### config.mk
export PLATFORM = sky130hd
export DESIGN_NAME = animation_timing_progress
export DESIGN_NICKNAME = d
export VERILOG_FILES = /design/src/rtl/core/atp_pkg.sv /design/src/rtl/core/atp_regs.sv /design/src/rtl/core/atp_div.sv /design/src/rtl/core/atp_dpath.sv /design/src/rtl/core/atp_ctrl.sv /design/src/rtl/core/animation_timing_progress.sv
export SDC_FILE = /design/constraint.sdc
export NUM_CORES = 2
export LEC_CHECK = 0
export BUFFER_PORTS_ARGS = -buffer_cell sky130_fd_sc_hd__buf_2
export CAP_MARGIN = 20
export CORE_MARGIN = 5
export CORE_UTILIZATION = 57
export CTS_CLUSTER_SIZE = 16
export DETAILED_ROUTE_END_ITERATION = 16
export GPL_ROUTABILITY_DRIVEN = 0
export GPL_TIMING_DRIVEN = 0
export PLACE_DENSITY = 0.78
export SLEW_MARGIN = 20
export SYNTH_ARGS = -nofsm -noshare
export SYNTH_HDL_FRONTEND = slang
export SYNTH_SLANG_ARGS = --single-unit
### constraint.sdc
create_clock -name i_clk -period 9 [get_ports i_clk]
set_clock_uncertainty 0.05 [all_clocks]
set_input_delay 1.8 -clock i_clk [delete_from_list [all_inputs] [get_ports i_clk]]
set_output_delay 1.8 -clock i_clk [all_outputs]
set_load 0.05 [all_outputs]
### src/rtl/core/atp_pkg.sv
package atp_pkg;

    localparam int NUM_BEGINS = 4;
    localparam int FRAC_BITS  = 16;

    localparam int TIME_W  = 32;
    localparam int DUR_W   = 24;
    localparam int REP_W   = 16;
    localparam int CNT_W   = 3;
    localparam int PROG_W  = FRAC_BITS + 1;
    localparam int LIMIT_W = DUR_W + REP_W;
    localparam int SEL_W   = (NUM_BEGINS > 1) ? $clog2(NUM_BEGINS) : 1;
    localparam int DCNT_W  = $clog2(TIME_W + 1);

    localparam int ADDR_W = 5;
    localparam int APB_W  = 32;

    localparam int IN_TDATA_W  = ((3 * TIME_W + 7) / 8) * 8;
    localparam int OUT_TDATA_W = ((PROG_W + 1 + 7) / 8) * 8;

    localparam logic [PROG_W-1:0] ONE_Q = {1'b1, {FRAC_BITS{1'b0}}};

    localparam logic ACTION_CHAIN = 1'b1;

    typedef enum logic [2:0] {
        REG_DURATION    = 3'd0,
        REG_REPEAT      = 3'd1,
        REG_FOREVER     = 3'd2,
        REG_BEGIN_COUNT = 3'd3,
        REG_BEGIN_A     = 3'd4,
        REG_BEGIN_B     = 3'd5,
        REG_BEGIN_C     = 3'd6,
        REG_BEGIN_D     = 3'd7
    } t_reg_idx;

    typedef struct packed {
        logic [DUR_W-1:0]                  duration;
        logic [REP_W-1:0]                  repeat_periods;
        logic                              repeat_forever;
        logic [CNT_W-1:0]                  begin_count;
        logic [NUM_BEGINS-1:0][TIME_W-1:0] begin_times;
    } t_cfg;

    typedef struct packed {
        logic load;
        logic search_inc;
        logic search_take;
        logic eval_capture;
        logic res_end;
        logic res_zero;
        logic res_full;
        logic res_frac;
        logic div_mod;
        logic div_frac_e;
        logic div_frac_r;
        logic div_step;
        logic emit;
    } t_cmd;

    typedef struct packed {
        logic action;
        logic active;
        logic search_end;
        logic hit;
        logic dur_zero;
        logic early;
        logic le;
        logic eq;
        logic later_ok;
        logic div_done;
        logic out_free;
    } t_sts;

endpackage

### src/rtl/core/atp_regs.sv
module atp_regs import atp_pkg::*; (
    input  logic              i_clk,
    input  logic              i_rst_n,
    input  logic              psel,
    input  logic              penable,
    input  logic              pwrite,
    input  logic [ADDR_W-1:0] paddr,
    input  logic [APB_W-1:0]  pwdata,
    output logic [APB_W-1:0]  prdata,
    output logic              pready,
    output t_cfg              o_cfg
);

    logic [DUR_W-1:0]  r_duration;
    logic [REP_W-1:0]  r_repeat;
    logic              r_forever;
    logic [CNT_W-1:0]  r_begin_count;
    logic [NUM_BEGINS-1:0][TIME_W-1:0] r_begin;

    t_reg_idx         reg_idx;
    logic [CNT_W-1:0] begin_off;
    logic             begin_ok;
    logic             wr_en;

    assign reg_idx   = t_reg_idx'(paddr[ADDR_W-1:2]);
    assign begin_off = CNT_W'(reg_idx) - CNT_W'(REG_BEGIN_A);
    assign begin_ok  = begin_off < CNT_W'(NUM_BEGINS);
    assign wr_en     = psel && penable && pwrite && pready;
    assign pready    = 1'b1;

    always_ff @(posedge i_clk) begin
        if (!i_rst_n) begin
            r_duration    <= '0;
            r_repeat      <= REP_W'(1);
            r_forever     <= 1'b0;
            r_begin_count <= '0;
            r_begin       <= '0;
        end else if (wr_en) begin
            case (reg_idx) inside
                REG_DURATION:    r_duration    <= pwdata[DUR_W-1:0];
                REG_REPEAT:      r_repeat      <= pwdata[REP_W-1:0];
                REG_FOREVER:     r_forever     <= pwdata[0];
                REG_BEGIN_COUNT: r_begin_count <= pwdata[CNT_W-1:0];
                [REG_BEGIN_A:REG_BEGIN_D]: begin
                    if (begin_ok) begin
                        r_begin[begin_off[SEL_W-1:0]] <= pwdata[TIME_W-1:0];
                    end
                end
                default: ;
            endcase
        end
    end

    always_comb begin
        prdata = '0;
        case (reg_idx) inside
            REG_DURATION:    prdata = APB_W'(r_duration);
            REG_REPEAT:      prdata = APB_W'(r_repeat);
            REG_FOREVER:     prdata = APB_W'(r_forever);
            REG_BEGIN_COUNT: prdata = APB_W'(r_begin_count);
            [REG_BEGIN_A:REG_BEGIN_D]: begin
                if (begin_ok) begin
                    prdata = APB_W'(r_begin[begin_off[SEL_W-1:0]]);
                end
            end
            default: prdata = '0;
        endcase
    end

    assign o_cfg.duration       = r_duration;
    assign o_cfg.repeat_periods = r_repeat;
    assign o_cfg.repeat_forever = r_forever;
    assign o_cfg.begin_count    = r_begin_count;
    assign o_cfg.begin_times    = r_begin;

endmodule

### src/rtl/core/atp_div.sv
module atp_div import atp_pkg::*; (
    input  logic                 i_clk,
    input  logic                 i_rst_n,
    input  logic                 i_load,
    input  logic                 i_step,
    input  logic [DUR_W-1:0]     i_rem_init,
    input  logic [TIME_W-1:0]    i_src_init,
    input  logic [DCNT_W-1:0]    i_cnt_init,
    input  logic [DUR_W-1:0]     i_divisor,
    output logic [DUR_W-1:0]     o_rem,
    output logic [FRAC_BITS-1:0] o_quot,
    output logic                 o_done
);

    logic [DUR_W-1:0]     r_rem;
    logic [TIME_W-1:0]    r_src;
    logic [FRAC_BITS-1:0] r_quot;
    logic [DCNT_W-1:0]    r_cnt;

    logic [DUR_W:0] trial;
    logic [DUR_W:0] diff;
    logic           ge;

    // restoring step: shift one dividend bit into the partial remainder
    assign trial = {r_rem, r_src[TIME_W-1]};
    assign diff  = trial - {1'b0, i_divisor};
    assign ge    = trial >= {1'b0, i_divisor};

    always_ff @(posedge i_clk) begin
        if (!i_rst_n) begin
            r_cnt <= '0;
        end else if (i_load) begin
            r_cnt <= i_cnt_init;
        end else if (i_step && (r_cnt != '0)) begin
            r_cnt <= r_cnt - DCNT_W'(1);
        end
    end

    always_ff @(posedge i_clk) begin
        if (i_load) begin
            r_rem  <= i_rem_init;
            r_src  <= i_src_init;
            r_quot <= '0;
        end else if (i_step && (r_cnt != '0)) begin
            r_rem  <= ge ? diff[DUR_W-1:0] : trial[DUR_W-1:0];
            r_src  <= {r_src[TIME_W-2:0], 1'b0};
            r_quot <= {r_quot[FRAC_BITS-2:0], ge};
        end
    end

    assign o_rem  = r_rem;
    assign o_quot = r_quot;
    assign o_done = (r_cnt == '0);

endmodule

### src/rtl/core/atp_dpath.sv
module atp_dpath import atp_pkg::*; (
    input  logic                   i_clk,
    input  logic                   i_rst_n,
    input  t_cfg                   i_cfg,
    input  t_cmd                   i_cmd,
    input  logic [IN_TDATA_W-1:0]  i_in_tdata,
    input  logic                   i_in_tuser,
    input  logic                   i_out_ready,
    output t_sts                   o_sts,
    output logic                   o_out_valid,
    output logic [OUT_TDATA_W-1:0] o_out_tdata,
    output logic                   o_out_tuser,
    output logic                   o_out_tlast
);

    logic [TIME_W-1:0] in_prev;
    logic [TIME_W-1:0] in_now;
    logic [TIME_W-1:0] in_chain;
    logic              rewind;

    logic [TIME_W-1:0]  r_t_now;
    logic               r_active;
    logic [TIME_W-1:0]  r_run_begin;
    logic [CNT_W-1:0]   r_idx;
    logic [TIME_W-1:0]  r_elapsed;
    logic [LIMIT_W-1:0] r_limit;
    logic               r_res_valid;
    logic [PROG_W-1:0]  r_res_prog;
    logic               r_res_ended;
    logic               r_out_valid;
    logic               r_out_pv;
    logic [PROG_W-1:0]  r_out_prog;
    logic               r_out_running;
    logic               r_out_ended;

    logic [CNT_W-1:0]   n_eff;
    logic [TIME_W-1:0]  bt;
    logic [TIME_W:0]    win_end;
    logic [TIME_W-1:0]  elapsed;
    logic [REP_W-1:0]   periods;
    logic [TIME_W-1:0]  dur_t;

    logic                 div_load;
    logic [DUR_W-1:0]     div_rem_init;
    logic [TIME_W-1:0]    div_src_init;
    logic [DCNT_W-1:0]    div_cnt_init;
    logic [DUR_W-1:0]     div_rem;
    logic [FRAC_BITS-1:0] div_quot;
    logic                 div_done;

    assign in_prev  = i_in_tdata[TIME_W-1:0];
    assign in_now   = i_in_tdata[2*TIME_W-1:TIME_W];
    assign in_chain = i_in_tdata[3*TIME_W-1:2*TIME_W];
    assign rewind   = (i_in_tuser != ACTION_CHAIN) && (in_prev == '0) && (in_now == '0);

    assign n_eff = (i_cfg.begin_count > CNT_W'(NUM_BEGINS)) ? CNT_W'(NUM_BEGINS)
                                                            : i_cfg.begin_count;
    assign bt      = i_cfg.begin_times[r_idx[SEL_W-1:0]];
    assign win_end = {1'b0, bt} + (TIME_W+1)'(i_cfg.duration);
    assign elapsed = r_t_now - r_run_begin;
    assign periods = (i_cfg.repeat_periods == '0) ? REP_W'(1) : i_cfg.repeat_periods;
    assign dur_t   = TIME_W'(i_cfg.duration);

    always_ff @(posedge i_clk) begin
        if (!i_rst_n) begin
            r_active    <= 1'b0;
            r_run_begin <= '0;
            r_idx       <= '0;
        end else begin
            if (i_cmd.load) begin
                r_idx <= '0;
                if (i_in_tuser == ACTION_CHAIN) begin
                    r_active    <= 1'b1;
                    r_run_begin <= in_chain;
                end else if (rewind) begin
                    r_active <= 1'b0;
                end
            end
            if (i_cmd.search_inc) begin
                r_idx <= r_idx + CNT_W'(1);
            end
            if (i_cmd.search_take) begin
                r_active    <= 1'b1;
                r_run_begin <= bt;
            end
            if (i_cmd.res_end) begin
                r_active <= 1'b0;
            end
        end
    end

    // item payload and the staged result
    always_ff @(posedge i_clk) begin
        if (i_cmd.load) begin
            r_t_now     <= in_now;
            r_res_valid <= (i_in_tuser == ACTION_CHAIN) || rewind;
            r_res_prog  <= '0;
            r_res_ended <= 1'b0;
        end
        if (i_cmd.eval_capture) begin
            r_elapsed <= elapsed;
            r_limit   <= LIMIT_W'(periods) * LIMIT_W'(i_cfg.duration);
        end
        if (i_cmd.res_end) begin
            r_res_valid <= 1'b1;
            r_res_prog  <= ONE_Q;
            r_res_ended <= 1'b1;
        end
        if (i_cmd.res_zero) begin
            r_res_valid <= 1'b1;
            r_res_prog  <= '0;
        end
        if (i_cmd.res_full) begin
            r_res_valid <= 1'b1;
            r_res_prog  <= ONE_Q;
        end
        if (i_cmd.res_frac) begin
            r_res_valid <= 1'b1;
            r_res_prog  <= PROG_W'(div_quot);
        end
    end

    // modulo pass loads the elapsed time, fraction pass starts from the first-period elapsed time or a remainder
    assign div_load     = i_cmd.div_mod || i_cmd.div_frac_e || i_cmd.div_frac_r;
    assign div_rem_init = i_cmd.div_mod    ? '0 :
                          i_cmd.div_frac_e ? r_elapsed[DUR_W-1:0] : div_rem;
    assign div_src_init = i_cmd.div_mod ? r_elapsed : '0;
    assign div_cnt_init = i_cmd.div_mod ? DCNT_W'(TIME_W) : DCNT_W'(FRAC_BITS);

    atp_div u_div (
        .i_clk      (i_clk),
        .i_rst_n    (i_rst_n),
        .i_load     (div_load),
        .i_step     (i_cmd.div_step),
        .i_rem_init (div_rem_init),
        .i_src_init (div_src_init),
        .i_cnt_init (div_cnt_init),
        .i_divisor  (i_cfg.duration),
        .o_rem      (div_rem),
        .o_quot     (div_quot),
        .o_done     (div_done)
    );

    always_ff @(posedge i_clk) begin
        if (!i_rst_n) begin
            r_out_valid <= 1'b0;
        end else if (i_cmd.emit) begin
            r_out_valid <= 1'b1;
        end else if (i_out_ready) begin
            r_out_valid <= 1'b0;
        end
    end

    always_ff @(posedge i_clk) begin
        if (i_cmd.emit) begin
            r_out_pv      <= r_res_valid;
            r_out_prog    <= r_res_prog;
            r_out_running <= r_active;
            r_out_ended   <= r_res_ended;
        end
    end

    assign o_sts.action     = (i_in_tuser == ACTION_CHAIN);
    assign o_sts.active     = r_active;
    assign o_sts.search_end = (r_idx >= n_eff);
    assign o_sts.hit        = (bt <= r_t_now) && ({1'b0, r_t_now} <= win_end);
    assign o_sts.dur_zero   = (i_cfg.duration == '0);
    assign o_sts.early      = (r_t_now < r_run_begin);
    assign o_sts.le         = (r_elapsed <= dur_t);
    assign o_sts.eq         = (r_elapsed == dur_t);
    assign o_sts.later_ok   = i_cfg.repeat_forever || (LIMIT_W'(r_elapsed) < r_limit);
    assign o_sts.div_done   = div_done;
    assign o_sts.out_free   = !r_out_valid || i_out_ready;

    assign o_out_valid = r_out_valid;
    assign o_out_tdata = OUT_TDATA_W'({r_out_running, r_out_prog});
    assign o_out_tuser = r_out_pv;
    assign o_out_tlast = r_out_ended;

endmodule

### src/rtl/core/atp_ctrl.sv
module atp_ctrl import atp_pkg::*; (
    input  logic i_clk,
    input  logic i_rst_n,
    input  logic i_in_valid,
    input  t_sts i_sts,
    output logic o_in_ready,
    output t_cmd o_cmd
);

    typedef enum logic [6:0] {
        S_IDLE   = 7'b0000001,
        S_SEARCH = 7'b0000010,
        S_EVAL   = 7'b0000100,
        S_CMP    = 7'b0001000,
        S_MOD    = 7'b0010000,
        S_FRAC   = 7'b0100000,
        S_DONE   = 7'b1000000
    } t_state;

    t_state r_state;
    t_state n_state;

    assign o_in_ready = (r_state == S_IDLE);

    always_comb begin
        n_state = r_state;
        o_cmd   = '0;
        case (r_state)
            S_IDLE: begin
                if (i_in_valid) begin
                    o_cmd.load = 1'b1;
                    n_state    = i_sts.action ? S_DONE : S_SEARCH;
                end
            end
            S_SEARCH: begin
                if (i_sts.active) begin
                    n_state = S_EVAL;
                end else if (i_sts.search_end) begin
                    n_state = S_DONE;
                end else if (i_sts.hit) begin
                    o_cmd.search_take = 1'b1;
                    n_state           = S_EVAL;
                end else begin
                    o_cmd.search_inc = 1'b1;
                end
            end
            S_EVAL: begin
                if (i_sts.dur_zero) begin
                    o_cmd.res_end = 1'b1;
                    n_state       = S_DONE;
                end else if (i_sts.early) begin
                    o_cmd.res_zero = 1'b1;
                    n_state        = S_DONE;
                end else begin
                    o_cmd.eval_capture = 1'b1;
                    n_state            = S_CMP;
                end
            end
            S_CMP: begin
                if (i_sts.le) begin
                    // a full first period is exactly 1.0
                    if (i_sts.eq) begin
                        o_cmd.res_full = 1'b1;
                        n_state        = S_DONE;
                    end else begin
                        o_cmd.div_frac_e = 1'b1;
                        n_state          = S_FRAC;
                    end
                end else if (i_sts.later_ok) begin
                    o_cmd.div_mod = 1'b1;
                    n_state       = S_MOD;
                end else begin
                    o_cmd.res_end = 1'b1;
                    n_state       = S_DONE;
                end
            end
            S_MOD: begin
                if (i_sts.div_done) begin
                    o_cmd.div_frac_r = 1'b1;
                    n_state          = S_FRAC;
                end else begin
                    o_cmd.div_step = 1'b1;
                end
            end
            S_FRAC: begin
                if (i_sts.div_done) begin
                    o_cmd.res_frac = 1'b1;
                    n_state        = S_DONE;
                end else begin
                    o_cmd.div_step = 1'b1;
                end
            end
            S_DONE: begin
                if (i_sts.out_free) begin
                    o_cmd.emit = 1'b1;
                    n_state    = S_IDLE;
                end
            end
            default: n_state = S_IDLE;
        endcase
    end

    always_ff @(posedge i_clk) begin
        if (!i_rst_n) begin
            r_state <= S_IDLE;
        end else begin
            r_state <= n_state;
        end
    end

endmodule

### src/rtl/core/animation_timing_progress.sv
// path, accepted beat to o_m_tvalid: a chained start goes to S_DONE; a tick passes S_SEARCH
// (left at once when running, else one begin time tested per step and a last step on no match),
// then a miss goes to S_DONE, zero duration or a time ahead of the begin pass S_EVAL, a full
// period or the end S_EVAL and S_CMP, the first period also S_FRAC, later ones S_MOD and S_FRAC
// S_DONE waits on the output; one beat in flight, the next is taken in the cycle o_m_tvalid rises
// reset: synchronous active low, clears run state and loads register defaults, no clear pass
module animation_timing_progress import atp_pkg::*; (
    input  logic                   i_clk,
    input  logic                   i_rst_n,
    input  logic                   i_s_tvalid,
    output logic                   o_s_tready,
    // time_prev [31:0], time_now [63:32], chain_start_at [95:64]
    input  logic [IN_TDATA_W-1:0]  i_s_tdata,
    // action
    input  logic                   i_s_tuser,
    output logic                   o_m_tvalid,
    input  logic                   i_m_tready,
    // progress [16:0], running [17], zero fill
    output logic [OUT_TDATA_W-1:0] o_m_tdata,
    // progress_valid
    output logic                   o_m_tuser,
    // ended
    output logic                   o_m_tlast,
    input  logic                   psel,
    input  logic                   penable,
    input  logic                   pwrite,
    input  logic [ADDR_W-1:0]      paddr,
    input  logic [APB_W-1:0]       pwdata,
    output logic [APB_W-1:0]       prdata,
    output logic                   pready
);

    t_cfg cfg;
    t_cmd cmd;
    t_sts sts;

    atp_regs u_regs (
        .i_clk   (i_clk),
        .i_rst_n (i_rst_n),
        .psel    (psel),
        .penable (penable),
        .pwrite  (pwrite),
        .paddr   (paddr),
        .pwdata  (pwdata),
        .prdata  (prdata),
        .pready  (pready),
        .o_cfg   (cfg)
    );

    atp_ctrl u_ctrl (
        .i_clk      (i_clk),
        .i_rst_n    (i_rst_n),
        .i_in_valid (i_s_tvalid),
        .i_sts      (sts),
        .o_in_ready (o_s_tready),
        .o_cmd      (cmd)
    );

    atp_dpath u_dpath (
        .i_clk       (i_clk),
        .i_rst_n     (i_rst_n),
        .i_cfg       (cfg),
        .i_cmd       (cmd),
        .i_in_tdata  (i_s_tdata),
        .i_in_tuser  (i_s_tuser),
        .i_out_ready (i_m_tready),
        .o_sts       (sts),
        .o_out_valid (o_m_tvalid),
        .o_out_tdata (o_m_tdata),
        .o_out_tuser (o_m_tuser),
        .o_out_tlast (o_m_tlast)
    );

endmodule

==> flow_metrics.tcl <==
set metrics [dict create \
    stdcell_area_mm2 0.04150 \
    max-clock-path-buffers 3 \
    synthDistinctLibCells 91 \
    cts_hold_repair.buffers 0 \
    final_period_minus_worst_setup_slack_ps 8621 \
    cts.sink_count 437 \
    total_of_warnings_raised_by_yosys 0 \
    globalRouteOverflowTotal 0 \
    p_leak_nw 17.60 \
    cell_types_with_the_highest_counts_after_synthesis "nand2_1 (731), inv_1 (516), ha_1 (317)" \
    number_of_global_route_vias_before_repair 30929 \
    number_of_levels_in_the_clock_h_tree 2 \
    antenna_cells 0 \
    num_rows 94 \
    netlist_top_cells_area "fa_1 (16%), edfxtp_1 (16%), dfxtp_1 (13%)" \
    fillCellCount 5395 \
    clock-root-buffer "clkbuf_16" \
    tritoncts "done" \
    die_area_mm2 0.07138 \
    timing.critical_path.to_type "register" \
    final_report_max_slew_violation_count 0 \
    path_cells "clkbuf_1, clkbuf_1, nand2_1, fa_1, inv_1, fa_1, fa_1, fa_1, fa_1, inv_1, fa_1, inv_1, ha_1, a21o_1, a21o_1, a2111oi_1, o211ai_1, a311oi_1, nor2_1, o22a_1, a21o_1, a21oi_1, xnor2_1" \
    met3RoutedLength_mm 14.25 \
    maxSlewHeadroom_pct 28.88 \
    ys_dominant_reg_cell "dfxtp_1" \
    worst_reg_to_reg_cells 23 \
    drive_gt1_share_pct 10.85 \
    grt.total_usage_pct 31.74 \
    ctsResizeCount 0 \
    finalNetCount 5097 \
    detailedPlacementHpwl_mm 91.60 \
    grt_first_pass_wirelength_mm 176.2 \
    worstSkewPairLatency_ps 630 \
    met2WireLength_mm 51.04 \
    cts_setup_buffers 0 \
    synth_largest_type_area_fraction_pct 16.41 \
    initial_utilization_pct 57.44 \
    clk_pin_slew_ps 70 \
    final.setup.tns_ps 0 \
    fp.dieH_um 267.2 \
    worst_path_largest_cell_delay_ps 770 \
    route.vias.total 31535 \
    worst_path_required_time_ps 9290 \
    hold-path-cell-count 0 \
    portBuffers 189 \
    pin_count 202 \
    fmax_mhz 116.0 \
    routedLengthMet1_mm 44.54 \
    placed_area_mm2 0.03988 \
    placed_cells_incl_taps 5145 \
    placeableCoreArea_mm2 0.06563 \
    synth_top_cell_by_area "fa_1" \
    post_drt_wl_per_cell_um 22.15 \
    die_width_um 267.2 \
    max-cap-violations 0 \
    run_status "completed" \
    hold_violation_count_in_the_final_report 0 \
    synth_seq_area_share_pct 28.41 \
    critPathArrivalTime_ps 8920 \
    cp-start-kind "register" \
    power.density_mw_per_mm2 116.2 \
    layout-area-overhead-vs-synth_pct 10.08 \
    grt_antenna_before_repair 2 \
    routed_wl_mm 115.9 \
    netlist_area_before_placement_mm2 0.03770 \
    critPathMostFrequentCell "fa_1" \
    critical_path.max_fanout 10 \
    synth_enable_flop_cells 196 \
    syn_inst 4081 \
    synth.ff_latch_count 437 \
    timing_worst_slew_pin_value_ps 1067 \
    synth.avg_cell_area_um2 9.238 \
    period_share_pct 95.79 \
    critPathSlowestCell "clkbuf_1" \
    drtPass1Iterations 8 \
    drcViolationCount 0 \
    finalNonFillerCells 5231 \
    async_reset_ff_share_pct 0 \
    synthMostInstantiatedCell "nand2_1" \
    ant_nets 0 \
    grt_setup_unrepaired "false" \
    grt_max_degree 36 \
    hold_path_class "reg2reg" \
    numCtsBuffers 47 \
    topRoutingLayerUsed "met5" \
    route.detailed.vias_per_inst 6.028 \
    drt-initial-drc-count 3084 \
    timing.setup.critical_path_class "reg2reg" \
    finalSetupViolCount 0 \
    worst_ir_drop_vdd_uv 155.1 \
]
-- layout by cell type (no fill, tap or decap), types with 37 or more instances in the layout --
cell	Yosys	final
xor2_1	39	39
nor2_1	105	105
a21o_1	94	94
ha_1	317	317
mux4_2	65	65
a21oi_1	303	303
buf_2	18	207
nand4_1	37	37
clkbuf_16	0	47
inv_1	516	515
edfxtp_1	196	196
xnor2_1	69	69
fa_1	309	309
o21ai_0	115	114
and2_1	191	191
nand2_1	731	730
clkbuf_1	177	183
nor4_1	40	38
a22o_1	42	42
dfxtp_1	241	241
-- area by class of cell --
cell class	instances	area (um^2)	share of cell area, %
multi-input combinational	2908	24130	58.15
sequential	437	10710	25.81
inverter	516	1937	4.667
clock buffer	56	1240	2.988
tap	864	1081	2.605
timing repair buffer	195	1041	2.509
buffer	225	983.4	2.370
clock inverter	30	372.9	0.8985
-- routing by layer --
| metal | up-vias | global-route usage, % |
|---|---|---|
| li1 | 14174 | - |
| met2 | 1827 | 48.68 |
| met5 | - | 0 |
| met4 | 4 | 13.10 |
| met1 | 15153 | 42.87 |
| met3 | 377 | 8.865 |
-- cells by family (layout without fill, tap and decap cells) --
family,Yosys count,count (layout),share of synthesized area (%)
flops,437,437,28.41
mux,104,104,4.929
fa+ha+maj,626,626,26.93
simple gates,1288,1288,15.79
buf+inv,741,1022,7.746
other cells,2,7,0.01992
xor+xnor,108,108,2.509
compound gates,775,775,13.66
-- registers in the layout, indices dropped and copies added, names as in the netlist, 17 cells and up --
register	cells
u_dpath.u_div.o_rem	24
u_regs.r_duration	24
u_dpath.r_out_prog	17
u_dpath.r_run_begin	32
u_dpath.r_t_now	32
u_dpath.r_limit	40
u_dpath.r_elapsed	32
u_regs.o_cfg	128
u_dpath.u_div.r_src	32
u_dpath.r_res_prog	17
-- final timing paths --
kind,startpoint,end,slack (ps)
max,u_regs.r_duration[17]$_SDFFE_PN0P_,u_dpath.r_limit[39]$_DFFE_PP_,380
min,u_dpath.r_res_prog[4]$_SDFFCE_PN0P_,u_dpath.r_out_prog[4]$_DFFE_PP_,370
max reg2reg,u_regs.r_duration[17]$_SDFFE_PN0P_,u_dpath.r_limit[39]$_DFFE_PP_,380
min reg2reg,u_dpath.r_res_prog[4]$_SDFFCE_PN0P_,u_dpath.r_out_prog[4]$_DFFE_PP_,370
-- critical path: cells and delay by family (launching register included) --
family | cells | cell delay [ps]
xor+xnor | 1 | 100
simple gates | 2 | 380
compound gates | 8 | 2290
flops | 1 | 370
fa+ha+maj | 7 | 3470
buf+inv | 5 | 1660
-- where the power goes --
part / leakage, nW / internal (mW) / switching (mW)
sequential: 3.84 / 2.14 / 0.0498
clock: 0.782 / 1.15 / 0.866
combinational: 13.0 / 0.223 / 0.399
-- metrics by stage --
stage	setup slack [ps]	utilization (%)	hold slack, ps	power [mW]
finish	379.2	63.23	367.8	4.823
global route	105.2	63.23	377.1	4.969
CTS	554.7	63.23	370.6	4.814
detailed placement	580.2	60.77	355.6	2.832
global placement	-1671	60.56	351.3	2.818
floorplan	520.0	-	350.3	2.616
Power figures use the tool's default switching activity.
